==> src/hdl/dttf_pkg.sv <==
package dttf_pkg;

   // longest string tracked; the stop position saturates below this
   localparam int MAX_STRING_LENGTH = 1024;
   localparam logic [9:0] POS_LIMIT =
      10'((MAX_STRING_LENGTH - 1) < 1023 ? (MAX_STRING_LENGTH - 1) : 1023);

   // integer part saturation, Q15 magnitude
   localparam logic [14:0] INT_LIMIT = 15'd32767;

   // character codes
   localparam logic [7:0] CHAR_NUL   = 8'h00;
   localparam logic [7:0] CHAR_SPACE = 8'h20;
   localparam logic [7:0] CHAR_PLUS  = 8'h2B;
   localparam logic [7:0] CHAR_COMMA = 8'h2C;
   localparam logic [7:0] CHAR_MINUS = 8'h2D;
   localparam logic [7:0] CHAR_POINT = 8'h2E;
   localparam logic [7:0] CHAR_ZERO  = 8'h30;
   localparam logic [7:0] CHAR_NINE  = 8'h39;

   typedef enum logic [1:0] {
      PHASE_START,
      PHASE_INT,
      PHASE_FRAC,
      PHASE_SKIP
   } phase_type;

   // parser state as seen by the result formatter
   typedef struct packed {
      logic        negative;
      logic [14:0] integer_part;
      logic [15:0] fraction;
      logic [9:0]  position;
      logic        digit_seen;
   } snap_type;

endpackage

==> src/hdl/dttf_parse.sv <==
module dttf_parse #(
   parameter int FRACTION_BITS = 24
) (
   input  logic              clock,
   input  logic              reset,
   input  logic              fire,
   input  logic [7:0]        char_byte,
   output logic              emit,
   output dttf_pkg::snap_type snap
);
   import dttf_pkg::*;

   localparam int WEIGHT_COUNT = 16;
   localparam int WIDX_W = $clog2(WEIGHT_COUNT);

   typedef logic [WEIGHT_COUNT-1:0][FRACTION_BITS-1:0] weight_table_type;

   // digit weights: one tenth, then (w + 5) / 10 per digit
   function automatic weight_table_type build_weights();
      logic [32:0]      w;
      weight_table_type t;
      w = ((33'd1 << FRACTION_BITS) + 33'd5) / 33'd10;
      for (int i = 0; i < WEIGHT_COUNT; i++) begin
         t[i] = w[FRACTION_BITS-1:0];
         w = (w + 33'd5) / 33'd10;
      end
      return t;
   endfunction

   localparam weight_table_type WEIGHT_TABLE = build_weights();

   phase_type                phase_ff, phase_in;
   logic                     neg_ff, neg_in;
   logic [14:0]              int_ff, int_in;
   logic [FRACTION_BITS-1:0] frac_ff, frac_in;
   logic [WIDX_W-1:0]        widx_ff, widx_in;
   logic [9:0]               pos_ff, pos_in;
   logic                     seen_ff, seen_in;

   logic                     is_digit, is_point, is_sign, is_nul;
   logic [3:0]               digit;
   logic                     int_path;
   logic                     take_space, take_sign, take_int_digit, take_point;
   logic                     take_frac_digit, skip_end, do_emit, restart, advance;
   logic [18:0]              int_ext, int_sum;
   logic [FRACTION_BITS-1:0] weight;
   logic [FRACTION_BITS+3:0] frac_sum;
   logic [FRACTION_BITS+15:0] frac_wide;

   // character classes
   assign is_digit = (char_byte >= CHAR_ZERO) && (char_byte <= CHAR_NINE);
   assign digit    = is_digit ? 4'(char_byte - CHAR_ZERO) : 4'd0;
   assign is_point = (char_byte == CHAR_POINT) || (char_byte == CHAR_COMMA);
   assign is_sign  = (char_byte == CHAR_PLUS) || (char_byte == CHAR_MINUS);
   assign is_nul   = (char_byte == CHAR_NUL);

   // decode what this character does in the current phase
   always_comb begin
      int_path        = 1'b0;
      take_space      = 1'b0;
      take_sign       = 1'b0;
      take_int_digit  = 1'b0;
      take_point      = 1'b0;
      take_frac_digit = 1'b0;
      skip_end        = 1'b0;
      do_emit         = 1'b0;
      unique case (phase_ff)
         PHASE_START: begin
            if (char_byte == CHAR_SPACE) begin
               take_space = 1'b1;
            end else if (is_sign) begin
               take_sign = 1'b1;
            end else begin
               int_path = 1'b1;
            end
         end
         PHASE_INT: begin
            int_path = 1'b1;
         end
         PHASE_FRAC: begin
            if (is_digit) begin
               take_frac_digit = 1'b1;
            end else begin
               do_emit = 1'b1;
            end
         end
         PHASE_SKIP: begin
            skip_end = is_nul;
         end
         default: begin
            skip_end = 1'b0;
         end
      endcase
      // start phase falls through to integer handling
      if (int_path) begin
         priority if (is_digit) begin
            take_int_digit = 1'b1;
         end else if (is_point) begin
            take_point = 1'b1;
         end else begin
            do_emit = 1'b1;
         end
      end
   end

   assign restart = skip_end || (do_emit && is_nul);
   assign advance = take_space || take_sign || take_int_digit || take_point
                    || take_frac_digit;
   assign emit    = fire && do_emit;

   // next phase
   always_comb begin
      phase_in = phase_ff;
      if (fire) begin
         priority if (restart) begin
            phase_in = PHASE_START;
         end else if (do_emit) begin
            phase_in = PHASE_SKIP;
         end else if (take_point) begin
            phase_in = PHASE_FRAC;
         end else if (take_sign || take_int_digit) begin
            phase_in = PHASE_INT;
         end else begin
            phase_in = phase_ff;
         end
      end
   end

   // integer accumulate: x*10 + d, saturating
   assign int_ext = {4'd0, int_ff};
   assign int_sum = (int_ext << 3) + (int_ext << 1) + {15'd0, digit};

   // fraction accumulate: acc + d*weight, saturating
   assign weight   = WEIGHT_TABLE[widx_ff];
   assign frac_sum = {4'd0, frac_ff} + ({{FRACTION_BITS{1'b0}}, digit} * {4'd0, weight});

   // datapath next values
   always_comb begin
      neg_in  = neg_ff;
      int_in  = int_ff;
      frac_in = frac_ff;
      widx_in = widx_ff;
      pos_in  = pos_ff;
      seen_in = seen_ff;
      if (restart) begin
         neg_in  = 1'b0;
         int_in  = '0;
         frac_in = '0;
         widx_in = '0;
         pos_in  = '0;
         seen_in = 1'b0;
      end else begin
         if (advance && (pos_ff < POS_LIMIT)) begin
            pos_in = pos_ff + 10'd1;
         end
         if (take_sign) begin
            neg_in = (char_byte == CHAR_MINUS);
         end
         if (take_int_digit) begin
            int_in  = (int_sum > {4'd0, INT_LIMIT}) ? INT_LIMIT : int_sum[14:0];
            seen_in = 1'b1;
         end
         if (take_frac_digit) begin
            frac_in = (frac_sum[FRACTION_BITS+3:FRACTION_BITS] != 4'd0) ?
                      '1 : frac_sum[FRACTION_BITS-1:0];
            seen_in = 1'b1;
            // the table ends in a zero weight, which then holds
            if (widx_ff != WIDX_W'(WEIGHT_COUNT - 1)) begin
               widx_in = widx_ff + WIDX_W'(1);
            end
         end
      end
   end

   always_ff @(posedge clock) begin
      if (reset) begin
         phase_ff <= PHASE_START;
         neg_ff   <= 1'b0;
         int_ff   <= '0;
         frac_ff  <= '0;
         widx_ff  <= '0;
         pos_ff   <= '0;
         seen_ff  <= 1'b0;
      end else begin
         phase_ff <= phase_in;
         if (fire) begin
            neg_ff  <= neg_in;
            int_ff  <= int_in;
            frac_ff <= frac_in;
            widx_ff <= widx_in;
            pos_ff  <= pos_in;
            seen_ff <= seen_in;
         end
      end
   end

   // fraction truncated to Q0.16
   assign frac_wide = {frac_ff, 16'd0};

   always_comb begin
      snap.negative     = neg_ff;
      snap.integer_part = int_ff;
      snap.fraction     = frac_wide[FRACTION_BITS+15:FRACTION_BITS];
      snap.position     = pos_ff;
      snap.digit_seen   = seen_ff;
   end

   a_no_emit_in_skip: assert property (@(posedge clock) disable iff (reset)
      emit |-> (phase_ff != PHASE_SKIP))
      else $error("result emitted while skipping to end of string");

   a_skip_after_stop: assert property (@(posedge clock) disable iff (reset)
      (emit && !is_nul) |=> (phase_ff == PHASE_SKIP))
      else $error("stop before terminator did not enter skip phase");

   a_restart_clears: assert property (@(posedge clock) disable iff (reset)
      (fire && restart) |=> (int_ff == '0) && (frac_ff == '0) && !seen_ff
                            && (pos_ff == '0) && (phase_ff == PHASE_START))
      else $error("new string did not start from cleared state");

   a_no_digit_zero: assert property (@(posedge clock) disable iff (reset)
      !seen_ff |-> (int_ff == '0) && (frac_ff == '0))
      else $error("accumulators nonzero without any digit");

   a_pos_limit: assert property (@(posedge clock) disable iff (reset)
      pos_ff <= POS_LIMIT)
      else $error("character position beyond limit");

endmodule

==> src/hdl/dttf_format.sv <==
module dttf_format (
   input  dttf_pkg::snap_type  snap,
   output logic signed [31:0]  parsed_value,
   output logic [9:0]          stop_position,
   output logic                not_a_number
);
   import dttf_pkg::*;

   logic [31:0] mag;

   // Q15.16 magnitude, then sign; a negative zero stays zero
   assign mag           = {1'b0, snap.integer_part, snap.fraction};
   assign parsed_value  = snap.negative ? -$signed(mag) : $signed(mag);
   assign stop_position = snap.position;
   assign not_a_number  = !snap.digit_seen;

endmodule

==> src/hdl/decimal_text_to_fixed_point.sv <==
// A character accepted at a clock edge waits in the input register; its result, if any,
// is then captured by the result register and shown on rsp_valid.
// Throughput: one character per cycle unless back-pressure stalls; the parse state updates once per character.
// Back-pressure on rsp_ready stalls the input register, then req_ready.
// Reset (synchronous, active high) clears the handshake registers and returns the
// parser to the start of a new string.
module decimal_text_to_fixed_point #(
   parameter int FRACTION_BITS = 24
) (
   input  logic               clock,
   input  logic               reset,
   input  logic               req_valid,
   output logic               req_ready,
   input  logic [7:0]         req_char_byte,
   output logic               rsp_valid,
   input  logic               rsp_ready,
   output logic signed [31:0] rsp_parsed_value,
   output logic [9:0]         rsp_stop_position,
   output logic               rsp_not_a_number
);
   import dttf_pkg::*;

   logic              in_valid_ff;
   logic [7:0]        in_char_ff;
   logic              out_valid_ff, out_valid_in;
   logic signed [31:0] value_ff;
   logic [9:0]        pos_ff;
   logic              nan_ff;

   logic              step;
   logic              emit;
   snap_type          snap;
   logic signed [31:0] value_next;
   logic [9:0]        pos_next;
   logic              nan_next;

   // the input stage moves on when the result register is free or draining
   assign step      = in_valid_ff && (!out_valid_ff || rsp_ready);
   assign req_ready = !in_valid_ff || step;

   // input register
   always_ff @(posedge clock) begin
      if (reset) begin
         in_valid_ff <= 1'b0;
      end else if (req_ready) begin
         in_valid_ff <= req_valid;
      end
   end

   always_ff @(posedge clock) begin
      if (req_valid && req_ready) begin
         in_char_ff <= req_char_byte;
      end
   end

   dttf_parse #(
      .FRACTION_BITS(FRACTION_BITS)
   ) u_parse (
      .clock    (clock),
      .reset    (reset),
      .fire     (step),
      .char_byte(in_char_ff),
      .emit     (emit),
      .snap     (snap)
   );

   dttf_format u_format (
      .snap         (snap),
      .parsed_value (value_next),
      .stop_position(pos_next),
      .not_a_number (nan_next)
   );

   // result register
   always_comb begin
      out_valid_in = out_valid_ff;
      priority if (emit) begin
         out_valid_in = 1'b1;
      end else if (rsp_ready) begin
         out_valid_in = 1'b0;
      end else begin
         out_valid_in = out_valid_ff;
      end
   end

   always_ff @(posedge clock) begin
      if (reset) begin
         out_valid_ff <= 1'b0;
      end else begin
         out_valid_ff <= out_valid_in;
      end
   end

   always_ff @(posedge clock) begin
      if (emit) begin
         value_ff <= value_next;
         pos_ff   <= pos_next;
         nan_ff   <= nan_next;
      end
   end

   assign rsp_valid         = out_valid_ff;
   assign rsp_parsed_value  = value_ff;
   assign rsp_stop_position = pos_ff;
   assign rsp_not_a_number  = nan_ff;

   a_no_overwrite: assert property (@(posedge clock) disable iff (reset)
      emit |-> (!out_valid_ff || rsp_ready))
      else $error("result register overwritten before transaction");

   a_step_needs_item: assert property (@(posedge clock) disable iff (reset)
      step |-> in_valid_ff)
      else $error("parser stepped without a held character");

   a_hold_when_stalled: assert property (@(posedge clock) disable iff (reset)
      (in_valid_ff && out_valid_ff && !rsp_ready) |=> in_valid_ff)
      else $error("input character lost during stall");

endmodule
==> config.mk <==
export PLATFORM = sky130hd
export DESIGN_NAME = decimal_text_to_fixed_point
export DESIGN_NICKNAME = d
export VERILOG_FILES = /design/src/hdl/dttf_pkg.sv /design/src/hdl/dttf_parse.sv /design/src/hdl/dttf_format.sv /design/src/hdl/decimal_text_to_fixed_point.sv
export SDC_FILE = /design/constraint.sdc
export NUM_CORES = 1
export LEC_CHECK = 0
export BUFFER_PORTS_ARGS = -buffer_cell sky130_fd_sc_hd__buf_4
export CAP_MARGIN = 25
export CORE_MARGIN = 2
export CORE_UTILIZATION = 56
export DETAILED_ROUTE_END_ITERATION = 8
export GPL_ROUTABILITY_DRIVEN = 0
export PLACE_DENSITY = 0.77
export RECOVER_POWER = 50
export SLEW_MARGIN = 25
export SYNTH_ARGS = -nofsm -noshare
export SYNTH_HDL_FRONTEND = slang
export SYNTH_SLANG_ARGS = --single-unit
==> constraint.sdc <==
create_clock -name clock -period 5.1 [get_ports clock]
set_input_delay 0.51 -clock clock [delete_from_list [all_inputs] [get_ports clock]]
set_output_delay 0.51 -clock clock [all_outputs]
set_load 0.01 [all_outputs]
==> out/qor.txt, run 1 <==
worst-skew pair later-pin latency: 0.42 ns
violated checks: max-capacitance violations, max-slew violations, negative setup slack
clock tree from TritonCTS: built
row count: 46
initial antenna violation count: 0
crit path buf inv count: 4
Max Cap Violations: 1
list of cells traversed by the critical path: and4bb_2 > and3_4 > and2_4 > fa_1 > fa_1 > inv_2 > fa_1 > inv_2 > ha_4 > buf_4 > a21oi_2 > o21ai_2 > a22o_1 > a311o_1 > a221o_2 > mux2i_4 > buf_12 > nor3_2 > nor3_1
IR drop worst, VDD: 0.218 mV
Post-Route Skew: 0.00858 ns
number of nets in the synthesized netlist: 1,096
worst slack at placement: -0.226 ns
largest net degree at the start of global routing: 44
Synth area leader: sky130_fd_sc_hd__edfxtp_1
hold path start: req_char_byte[5]
family with the most delay on the worst path: adder cells
number of flops mapped to enable cells by yosys: 51
Worst R2R End: u_parse.frac_ff[1]
worst r2r src: in_char_ff[6]
depth of the CTS H-tree: 4
die width: 132 µm
Die Area: 17,300 µm²
Detailed Route WL: 22.7 mm
count of fill cells added during filler insertion: 1,170
actual slew at the worst max-slew pin: 1.65 ns
Design Area, Final: 11,100 µm²
Final Critical Period: 5.24 ns
first-pass iteration count of the detailed router: 5
critical path class: reg2reg
count of unresolved DRC violations after routing: 0
effective utilization at floorplan: 57.4%
total power: 2.41 mW
Clk Tree Root Cell: sky130_fd_sc_hd__clkbuf_16
required arrival time at the worst endpoint: 5.43 ns
final number of hold-violating endpoints: 0
Seq/Total Area, Yosys: 32.4%
vias in the first global route: 6,964
top cell type's share of synthesized area: 16.8%
layout cells sized above 1: 20.6%
# nets final: 1,229
routed len/inst: 17.3 µm
CP max stage delay: 0.55 ns
Most used DFF post-synth: sky130_fd_sc_hd__dfxtp_1
number of cells on the worst reg-to-reg path: 19
DRC violation total after the first TritonRoute iteration: 544
Leak Pwr: 5.05 nW
Post-DP Area: 10,200 µm²
# clock sinks: 122
result of the run: complete, but fails checks
I/O Buffers: 56
Synth cell types: 83
asr flop ratio synth: 0%
Chip Height: 132 µm
Synth area leaders: sky130_fd_sc_hd__edfxtp_1 (17%), sky130_fd_sc_hd__dfxtp_1 (16%), sky130_fd_sc_hd__fa_1 (12%)
max-slew violation count: 18
crit end category: register
wire length of the first global-routing pass: 35.1 mm
cell count of the worst hold path: 1
flops & latches, synth: 122
crit path max-delay cell type: sky130_fd_sc_hd__fa_1
number of buffers created by CTS: 17
count of synthesis-stage warnings from yosys: 0
area of all sequential standard cells: 2950 µm²
area growth from synthesis to layout: 22.2%
# IOs: 57
most repeated library cell on the critical path: sky130_fd_sc_hd__fa_1
crit path setup slack, layout: -0.138 ns
number of inserted diodes: 0
ratio of final minimum period to clock period: 103%
arrival time at the worst endpoint: 5.57 ns
WHS Endpoint: in_char_ff[5]
area taken by multi-input logic gates: 5910 µm²
per-cell via count in the routed design: 5.66
total via count in the routed design: 7,448
Clock Pin Slew Worst Setup and Hold Paths: 0.06 ns
core footprint: 15,900 µm²
power density over the cells: 216 nW/µm²
all-layer global routing usage: 25.1%
count of endpoints failing setup in the final report: 22
Max Freq: 0.191 GHz
post-route ant nets: 0
RSZ-0062 raised after global routing: yes
mapped cell area: 9110 µm²
category of the worst setup path launch point: register
Relative slew margins: -10.6%
worst reg2reg setup slack: -0.14 ns
Max Fanout on Critical Path: 6
class of the most critical hold timing path: in2reg
post-DP HPWL: 15.9 mm
Mean Syn Cell Area: 9.56 µm²
remaining global-route overflow: 0
instance count of the mapped netlist: 953
buffers from clock root to sink, at most: 2
-- flip-flops by register name, summed over array words and instances (netlist names), 2 cells and up --
name,flops
u_parse.weight,12
u_parse.pos_ff,10
u_parse.frac_ff,24
rsp_parsed_value,32
u_parse.phase_ff,2
in_char_ff,8
rsp_stop_position,10
u_parse.widx_ff,4
u_parse.int_ff,15
-- worst reg2reg max path, cell delays in order, from the launching register on --
cell and delay, ns:
sky130_fd_sc_hd__edfxtp_1 0.37, sky130_fd_sc_hd__and4bb_2 0.38, sky130_fd_sc_hd__and3_4 0.25, sky130_fd_sc_hd__and2_4 0.15
sky130_fd_sc_hd__fa_1 0.43, sky130_fd_sc_hd__fa_1 0.53, sky130_fd_sc_hd__inv_2 0.04, sky130_fd_sc_hd__fa_1 0.55
sky130_fd_sc_hd__inv_2 0.06, sky130_fd_sc_hd__ha_4 0.23, sky130_fd_sc_hd__buf_4 0.15, sky130_fd_sc_hd__a21oi_2 0.18
sky130_fd_sc_hd__o21ai_2 0.12, sky130_fd_sc_hd__a22o_1 0.23, sky130_fd_sc_hd__a311o_1 0.34, sky130_fd_sc_hd__a221o_2 0.42
sky130_fd_sc_hd__mux2i_4 0.34, sky130_fd_sc_hd__buf_12 0.16, sky130_fd_sc_hd__nor3_2 0.04, sky130_fd_sc_hd__nor3_1 0.17
-- how the worst max path moves through the flow --
stage / startpoint / endpoint / cells after the start
after detailed placement: in_char_ff[6] / u_parse.frac_ff[10] / 19
final: in_char_ff[6] / u_parse.frac_ff[1] / 19
after global placement: in_char_ff[6] / u_parse.frac_ff[18] / 20
after floorplan: in_char_ff[4] / u_parse.frac_ff[12] / 18
after global routing: in_char_ff[4] / u_parse.frac_ff[0] / 22
after CTS: in_char_ff[7] / u_parse.frac_ff[0] / 22
-- synthesized netlist by cell type, drive strengths merged, types with 3 or more instances --
library cell,count
inv,135
ha,77
nand2,73
dfxtp,71
nor2,59
fa,54
a21oi,52
and2,52
edfxtp,51
xnor2,48
o21ai,41
nor3,26
clkbuf,19
a21o,17
xor2,16
nand3,14
a22o,13
a221o,12
a211oi,8
a31oi,8
and3,8
o31ai,7
or4,7
nor2b,6
nor4,6
o41ai,6
or3,6
a311oi,5
nand4,5
mux2i,4
o211ai,4
o21bai,4
buf,3
or2,3
-- area by class of cell --
cell class	count	share of cell area [%]
clock buffers	17	3.82
clock inverters	15	1.56
repair buffers	134	8.04
multi-input cells	676	53.1
well taps	216	2.43
flip-flops and latches	122	26.5
inverters	135	4.55
-- stage by stage --
| step | cells | setup TNS [ns] | util [%] | hold WS (ns) |
|---|---|---|---|---|
| after floorplan | 953 | 0 | - | 0.432 |
| after global placement | 1262 | -0.335 | 64.1 | 0.452 |
| after detailed placement | 1262 | -4.08 | 64.1 | 0.464 |
| after CTS | 1305 | 0 | 69.6 | 0.253 |
| after global routing | 1315 | -3.84 | 70.1 | 0.277 |
| final | 1315 | -0.982 | 70.1 | 0.283 |
-- cell usage in the layout (no fill, tap or decap), drive strengths merged, types with 48 or more instances in the layout --
master,count
a21oi,52
clkbuf,71
edfxtp,51
dfxtp,71
ha,77
xnor2,48
nor2,59
buf,80
fa,54
and2,52
inv,138
nand2,73
-- power by group --
| group | switching (mW) | internal (mW) |
|---|---|---|
| sequential | 0.00999 | 1.04 |
| combinational | 0.0830 | 0.0529 |
| clock | 0.457 | 0.767 |
| total | 0.550 | 1.86 |
-- timing repair --
item,CTS,global route
hold buffers,0,0
setup buffers,10,9
resized for setup,44,47
pin swaps,26,35
setup endpoints to repair,24,24
gates cloned,2,0
-- logic make-up after synthesis --
logic type,count (synthesis),share of synthesized area (%)
xor gates and xnor gates,64,6.15
and+or+nand+nor,274,15.8
buffers and inverters,157,6.61
DFF,122,32.4
adders and majority gates,131,22.4
AOI/OAI and AO/OA,199,15.9
muxes,6,0.769
-- routing by layer --
metal  track usage (%)  vias to the layer above  wire [µm]
met5                 0                        -          0
met4              8.45                        0        574
met3              4.75                       53       1720
met2              39.3                      301      10500
met1              35.1                     3524       9920
li1                  -                     3570          -
Power figures use the tool's default switching activity.
==> inputs of run 2 (changes only) <==
- ABC_AREA: unset -> 1
- CORE_UTILIZATION: 56 -> 57
- PLACE_DENSITY: 0.77 -> 0.78
==> out/qor.txt, run 2 <==
instance count of the mapped netlist: 1,487 (was 953)
mapped cell area: 10,600 µm² (was 9110 µm²)
count of unresolved DRC violations after routing: 0 (unchanged)
Most used DFF post-synth: sky130_fd_sc_hd__dfxtp_1 (unchanged)
worst-skew pair later-pin latency: 0.43 ns (was 0.42 ns)
Post-Route Skew: 0.0124 ns (was 0.00858 ns)
area growth from synthesis to layout: 13.1% (was 22.2%)
result of the run: finished clean (was complete, but fails checks)
Post-DP Area: 11,300 µm² (was 10,200 µm²)
all-layer global routing usage: 27.1% (was 25.1%)
actual slew at the worst max-slew pin: 0.797 ns (was 1.65 ns)
category of the worst setup path launch point: register (unchanged)
count of synthesis-stage warnings from yosys: 0 (unchanged)
# nets final: 1,708 (was 1,229)
count of endpoints failing setup in the final report: 0 (was 22)
layout cells sized above 1: 10.6% (was 20.6%)
total via count in the routed design: 9,589 (was 7,448)
ratio of final minimum period to clock period: 94.7% (was 103%)
Final Critical Period: 4.83 ns (was 5.24 ns)
Clock Pin Slew Worst Setup and Hold Paths: 0.06 ns (about the same)
DRC violation total after the first TritonRoute iteration: 806 (was 544)
wire length of the first global-routing pass: 43.3 mm (was 35.1 mm)
Seq/Total Area, Yosys: 27.8% (was 32.4%)
Total Neg Setup Slack: 0 ns (was -0.982 ns)
Max Freq: 0.207 GHz (was 0.191 GHz)
class of the most critical hold timing path: in2reg (unchanged)
# IOs: 57 (unchanged)
flops & latches, synth: 122 (unchanged)
buffers from clock root to sink, at most: 2 (unchanged)
number of buffers inserted for hold repair after clock tree synthesis: 0 (unchanged)
Relative slew margins: 46.8% (was -10.6%)
CP max stage delay: 0.57 ns (was 0.55 ns)
initial antenna violation count: 0 (unchanged)
first-pass iteration count of the detailed router: 5 (unchanged)
Die Area: 19,800 µm² (was 17,300 µm²)
I/O Buffers: 56 (unchanged)
top cell type's share of synthesized area: 14.4% (was 16.8%)
vias in the first global route: 9,057 (was 6,964)
number of nets in the synthesized netlist: 1,630 (was 1,096)
Chip Height: 141 µm (was 132 µm)
Mean Syn Cell Area: 7.15 µm² (was 9.56 µm²)
Leak Pwr: 6.18 nW (was 5.05 nW)
worst slack at placement: 0.0922 ns (was -0.226 ns)
required arrival time at the worst endpoint: 5.38 ns (was 5.43 ns)
Clk Tree Root Cell: sky130_fd_sc_hd__clkbuf_16 (unchanged)
Synth cell types: 44 (was 83)
largest net degree at the start of global routing: 52 (was 44)
worst reg2reg setup slack: 0.27 ns (was -0.14 ns)
critical path class: reg2reg (unchanged)
# clock sinks: 122 (unchanged)
Detailed Route WL: 26.8 mm (was 22.7 mm)
crit end category: register (unchanged)
number of inserted diodes: 0 (unchanged)
post-DP HPWL: 19.8 mm (was 15.9 mm)
Synth area leaders: sky130_fd_sc_hd__edfxtp_1 (14%), sky130_fd_sc_hd__nand2_1 (14%), sky130_fd_sc_hd__dfxtp_1 (13%) (was sky130_fd_sc_hd__edfxtp_1 (17%), sky130_fd_sc_hd__dfxtp_1 (16%), sky130_fd_sc_hd__fa_1 (12%))
non-filler cells, final: 1,807 (was 1,315)
worst r2r src: in_char_ff[2] (was in_char_ff[6])
hold path start: req_char_byte[3] (was req_char_byte[5])
clock tree from TritonCTS: built (unchanged)
most frequent standard cell in the layout excluding fill and tap cells: sky130_fd_sc_hd__nand2_1 (was sky130_fd_sc_hd__inv_1)
Design Area, Final: 12,000 µm² (was 11,100 µm²)
launch point of the critical path: in_char_ff[2] (was in_char_ff[6])
number of placed instances with taps included: 1,759 (was 1,262)
IR drop worst, VDD: 0.232 mV (was 0.218 mV)
asr flop ratio synth: 0% (unchanged)
Max Fanout on Critical Path: 8 (was 6)
row count: 49 (was 46)
most frequent cells in the layout: sky130_fd_sc_hd__nand2_1 (408), sky130_fd_sc_hd__inv_1 (282), sky130_fd_sc_hd__nor2_1 (128) (was sky130_fd_sc_hd__inv_1 (126), sky130_fd_sc_hd__dfxtp_1 (71), sky130_fd_sc_hd__buf_4 (70))
number of flops mapped to enable cells by yosys: 51 (unchanged)
Synth area leader: sky130_fd_sc_hd__edfxtp_1 (unchanged)
most used standard cells in the synthesized netlist: sky130_fd_sc_hd__nand2_1 (408), sky130_fd_sc_hd__inv_1 (289), sky130_fd_sc_hd__nor2_1 (147) (was sky130_fd_sc_hd__inv_1 (135), sky130_fd_sc_hd__ha_1 (77), sky130_fd_sc_hd__dfxtp_1 (71))
remaining global-route overflow: 0 (unchanged)
effective utilization at floorplan: 58.6% (was 57.4%)
post-route ant nets: 0 (unchanged)
number of flip-flops in the largest register: 32 (unchanged)
most frequent cell after synthesis: sky130_fd_sc_hd__nand2_1 (was sky130_fd_sc_hd__inv_1)
final number of hold-violating endpoints: 0 (unchanged)
max-slew violation count: 0 (was 18)
crit path max-delay cell type: sky130_fd_sc_hd__fa_1 (unchanged)
core footprint: 18,100 µm² (was 15,900 µm²)
depth of the CTS H-tree: 4 (unchanged)
number of buffers created by CTS: 17 (unchanged)
die width: 141 µm (was 132 µm)
Max Cap Violations: 0 (was 1)
power density over the cells: 200 nW/µm² (was 216 nW/µm²)
routed len/inst: 14.8 µm (was 17.3 µm)
per-cell via count in the routed design: 5.31 (was 5.66)
crit path setup slack, layout: 0.272 ns (was -0.138 ns)
arrival time at the worst endpoint: 5.11 ns (was 5.57 ns)
run 2: changes by cell type after synthesis, moves of 17 or more:
| cell | change |
|---|---|
| sky130_fd_sc_hd__o21ai_0 | -25 |
| sky130_fd_sc_hd__inv_1 | +154 |
| sky130_fd_sc_hd__xnor2_1 | -23 |
| sky130_fd_sc_hd__nand4_1 | +27 |
| sky130_fd_sc_hd__nand2_1 | +338 |
| sky130_fd_sc_hd__a21oi_1 | +19 |
| sky130_fd_sc_hd__nor3_1 | -17 |
| sky130_fd_sc_hd__and2_1 | -45 |
| sky130_fd_sc_hd__nor2_1 | +94 |
| sky130_fd_sc_hd__nand3_1 | +79 |
run 2: report_power, final:
part | switching (mW) | internal, mW | total, mW | leakage, nW
registers | 0.0104 | 1.04 | 1.05 | 1.07
logic | 0.0927 | 0.0443 | 0.137 | 4.82
clock network | 0.494 | 0.724 | 1.22 | 0.288
total | 0.598 | 1.81 | 2.41 | 6.18
run 2: cells by family (layout without fill, tap and decap cells):
| kind of cell | count (synthesis) | count (layout) | share of synthesized area (%) |
|---|---|---|---|
| DFF | 122 | 122 | 27.8 |
| and+or+nand+nor | 739 | 739 | 30.4 |
| buffers and inverters | 331 | 422 | 12.2 |
| AOI/OAI and AO/OA | 111 | 111 | 6.02 |
| xor gates and xnor gates | 53 | 53 | 4.36 |
| adders and majority gates | 131 | 131 | 19.2 |
run 2: routing by layer:
metal | track usage, % | share of wire, % | up-vias
li1 | - | - | 4771
met1 | 35.6 | 43 | 4379
met2 | 45.5 | 47 | 370
met3 | 4.25 | 7.0 | 69
met4 | 10.2 | 3.2 | 0
met5 | 0 | 0 | -
run 2: final cells by class:
class / count / area [µm²]
clock buffers: 19 / 464
clock inverters: 13 / 131
fillers: 1556 / 6120
inverters: 302 / 1150
multi-input cells: 1034 / 6480
flip-flops and latches: 122 / 2950
well taps: 229 / 287
repair buffers: 88 / 568
run 2: what timing repair did:
item | 4_1_cts | 5_1_grt
setup endpoints to repair | 0 | 24
gates resized for setup | 0 | 48
setup buffers | 0 | 13
run 2: final timing paths:
check                                           end  cells after the start
worst max-delay path            u_parse.frac_ff[16]                     25
worst min-delay path                  in_char_ff[3]                      1
worst max register to register  u_parse.frac_ff[16]                     25
worst min register to register   u_parse.frac_ff[9]                      2
run 2: critical path: cells and delay by family, from the launching register on:
| kind | cells | cell delay, ns |
|---|---|---|
| fa+ha+maj | 4 | 1.87 |
| buf+inv | 8 | 0.89 |
| flops | 1 | 0.44 |
| simple gates | 12 | 1.37 |
| compound gates | 1 | 0.07 |
run 2: stage by stage:
| step | hold slack, ns | total power [mW] | util (%) |
|---|---|---|---|
| after global routing | 0.273 | 2.48 | 66.3 |
| after global placement | 0.453 | 1.21 | 62.5 |
| after CTS | 0.248 | 2.42 | 65.8 |
| final | 0.278 | 2.41 | 66.3 |
| after detailed placement | 0.460 | 1.22 | 62.5 |
| after floorplan | 0.430 | 1.16 | - |
==> inputs of run 3 (changes only) <==
- GPL_TIMING_DRIVEN: unset -> 0
==> out/qor.txt, run 3 (synthesis gave the netlist of run 2 again) <==
buffers from clock root to sink, at most: 2 (unchanged)
Chip Height: 141 µm (unchanged)
count of endpoints failing setup in the final report: 0 (unchanged)
post-route ant nets: 0 (unchanged)
utilization of the core after routing: 67.9% (was 66.3%)
Design Area, Final: 12,300 µm² (was 12,000 µm²)
count of unresolved DRC violations after routing: 0 (unchanged)
actual slew at the worst max-slew pin: 0.779 ns (was 0.797 ns)
# IOs: 57 (unchanged)
worst r2r src: in_char_ff[1] (was in_char_ff[2])
CP max stage delay: 0.55 ns (was 0.57 ns)
most frequent cells in the layout: sky130_fd_sc_hd__nand2_1 (400), sky130_fd_sc_hd__inv_1 (285), sky130_fd_sc_hd__nor2_1 (118) (was sky130_fd_sc_hd__nand2_1 (408), sky130_fd_sc_hd__inv_1 (282), sky130_fd_sc_hd__nor2_1 (128))
fraction of power spent switching nets: 23.6% (was 24.8%)
number of inserted diodes: 0 (unchanged)
Leak Pwr: 6.24 nW (was 6.18 nW)
arrival time at the worst endpoint: 5.26 ns (was 5.11 ns)
crit path setup slack, layout: 0.121 ns (was 0.272 ns)
max-slew violation count: 0 (unchanged)
I/O Buffers: 55 (was 56)
# clock sinks: 122 (unchanged)
depth of the CTS H-tree: 4 (unchanged)
power density over the cells: 204 nW/µm² (was 200 nW/µm²)
P_sw: 593 µW (was 598 µW)
Max Freq: 0.201 GHz (was 0.207 GHz)
effective utilization at floorplan: 58.6% (unchanged)
Die Area: 19,800 µm² (unchanged)
category of the worst setup path launch point: register (unchanged)
worst reg2reg setup slack: 0.12 ns (was 0.27 ns)
crit path max-delay cell type: sky130_fd_sc_hd__fa_1 (unchanged)
Clock Pin Slew Worst Setup and Hold Paths: 0.06 ns (about the same)
class of the most critical hold timing path: in2reg (unchanged)
number of buffers created by CTS: 17 (unchanged)
routed len/inst: 15.2 µm (was 14.8 µm)
area growth from synthesis to layout: 15.9% (was 13.1%)
die width: 141 µm (unchanged)
wire length of the first global-routing pass: 43.7 mm (was 43.3 mm)
worst-skew pair later-pin latency: 0.43 ns (about the same)
initial antenna violation count: 0 (unchanged)
core footprint: 18,100 µm² (unchanged)
total power: 2.51 mW (was 2.41 mW)
remaining global-route overflow: 0 (unchanged)
all-layer global routing usage: 27.7% (was 27.1%)
row count: 49 (unchanged)
ratio of final minimum period to clock period: 97.6% (was 94.7%)
hold path start: req_char_byte[1] (was req_char_byte[3])
vias in the first global route: 9,135 (was 9,057)
Detailed Route WL: 27.8 mm (was 26.8 mm)
Post-Route Skew: 0.0121 ns (was 0.0124 ns)
crit path buf inv count: 7 (was 8)
clock network fraction of total power: 52.3% (was 50.6%)
largest net degree at the start of global routing: 30 (was 52)
launch point of the critical path: in_char_ff[1] (was in_char_ff[2])
DRC violation total after the first TritonRoute iteration: 722 (was 806)
worst slack at placement: -0.760 ns (was 0.0922 ns)
IR drop worst, VDD: 0.238 mV (was 0.232 mV)
critical path class: reg2reg (unchanged)
Internal Dissipation: 1.92 mW (was 1.81 mW)
Post-DP Area: 11,400 µm² (was 11,300 µm²)
count of fill cells added during filler insertion: 1,503 (was 1,556)
final number of hold-violating endpoints: 0 (unchanged)
number of buffers inserted for hold repair after clock tree synthesis: 0 (unchanged)
most frequent standard cell in the layout excluding fill and tap cells: sky130_fd_sc_hd__nand2_1 (unchanged)
post-DP HPWL: 20.9 mm (was 19.8 mm)
part of the power in combinational logic: 5.8% (was 5.7%)
family with the most delay on the worst path: adder cells (unchanged)
required arrival time at the worst endpoint: 5.38 ns (about the same)
clock tree from TritonCTS: built (unchanged)
Max Cap Violations: 0 (unchanged)
most repeated library cell on the critical path: sky130_fd_sc_hd__nand2_1
Clk Tree Root Cell: sky130_fd_sc_hd__clkbuf_16 (unchanged)
Max Fanout on Critical Path: 10 (was 8)
layout cells sized above 1: 12.3% (was 10.6%)
Final Critical Period: 4.98 ns (was 4.83 ns)
number of flip-flops in the largest register: 32 (unchanged)
result of the run: finished clean (unchanged)
# nets final: 1,733 (was 1,708)
crit end category: register (unchanged)
per-cell via count in the routed design: 5.39 (was 5.31)
sequential cell fraction of total power: 41.9% (was 43.7%)
total via count in the routed design: 9,871 (was 9,589)
Relative slew margins: 48.1% (was 46.8%)
first-pass iteration count of the detailed router: 5 (unchanged)
==> run 3: repair_timing <==
item                       CTS  global route
setup endpoints to repair   24            24
hold endpoints to repair     0             0
cloned                       0             1
resized for setup           36            63
pin swaps                    4            19
buffers inserted            10            18
==> run 3: area by class of cell <==
class / count / area [µm²] / share of cell area [%]
multi-input cells: 1034 / 6650 / 53.9
flip-flops and latches: 122 / 2950 / 24.0
inverters: 302 / 1140 / 9.25
repair buffers: 85 / 482 / 3.91
clock buffers: 18 / 429 / 3.48
well taps: 229 / 287 / 2.32
clock inverters: 14 / 208 / 1.68
plain buffers: 28 / 180 / 1.46
==> run 3: power groups by stage <==
stage | clock network, mW | logic, mW | registers (mW)
after floorplan | 0 | 0.0788 | 1.08
after global placement | 0 | 0.137 | 1.08
after detailed placement | 0 | 0.146 | 1.07
after CTS | 1.33 | 0.153 | 1.05
after global routing | 1.37 | 0.161 | 1.05
final | 1.32 | 0.146 | 1.05
==> run 3: final timing paths <==
kind / end / cells past startpoint
hold / removal: in_char_ff[1] / 1
hold reg to reg: u_parse.frac_ff[2] / 2
setup reg to reg: u_parse.frac_ff[23] / 26
setup / recovery: u_parse.frac_ff[23] / 26
==> run 3: stage by stage <==
stage,cells,setup TNS (ns),hold WS (ns)
global route,1832,-0.342,0.268
finish,1832,0,0.281
detailed placement,1772,-15.01,0.455
floorplan,1487,0,0.430
CTS,1814,0,0.252
global placement,1771,-12.71,0.455
==> run 3: worst reg2reg max path, delay by kind of cell, from the launching register on <==
family / cells / cell delay, ns
simple gates: 12 / 1.40
compound gates: 3 / 0.39
flops: 1 / 0.42
buf+inv: 7 / 0.87
fa+ha+maj: 4 / 1.77
==> run 3: routing by layer <==
| layer | vias up | wire length, µm | track usage [%] |
|---|---|---|---|
| met5 | - | 0 | 0 |
| met4 | 0 | 1020 | 11.8 |
| met1 | 4559 | 11600 | 36.2 |
| li1 | 4821 | - | - |
| met2 | 409 | 13300 | 45.5 |
| met3 | 82 | 1950 | 5.16 |
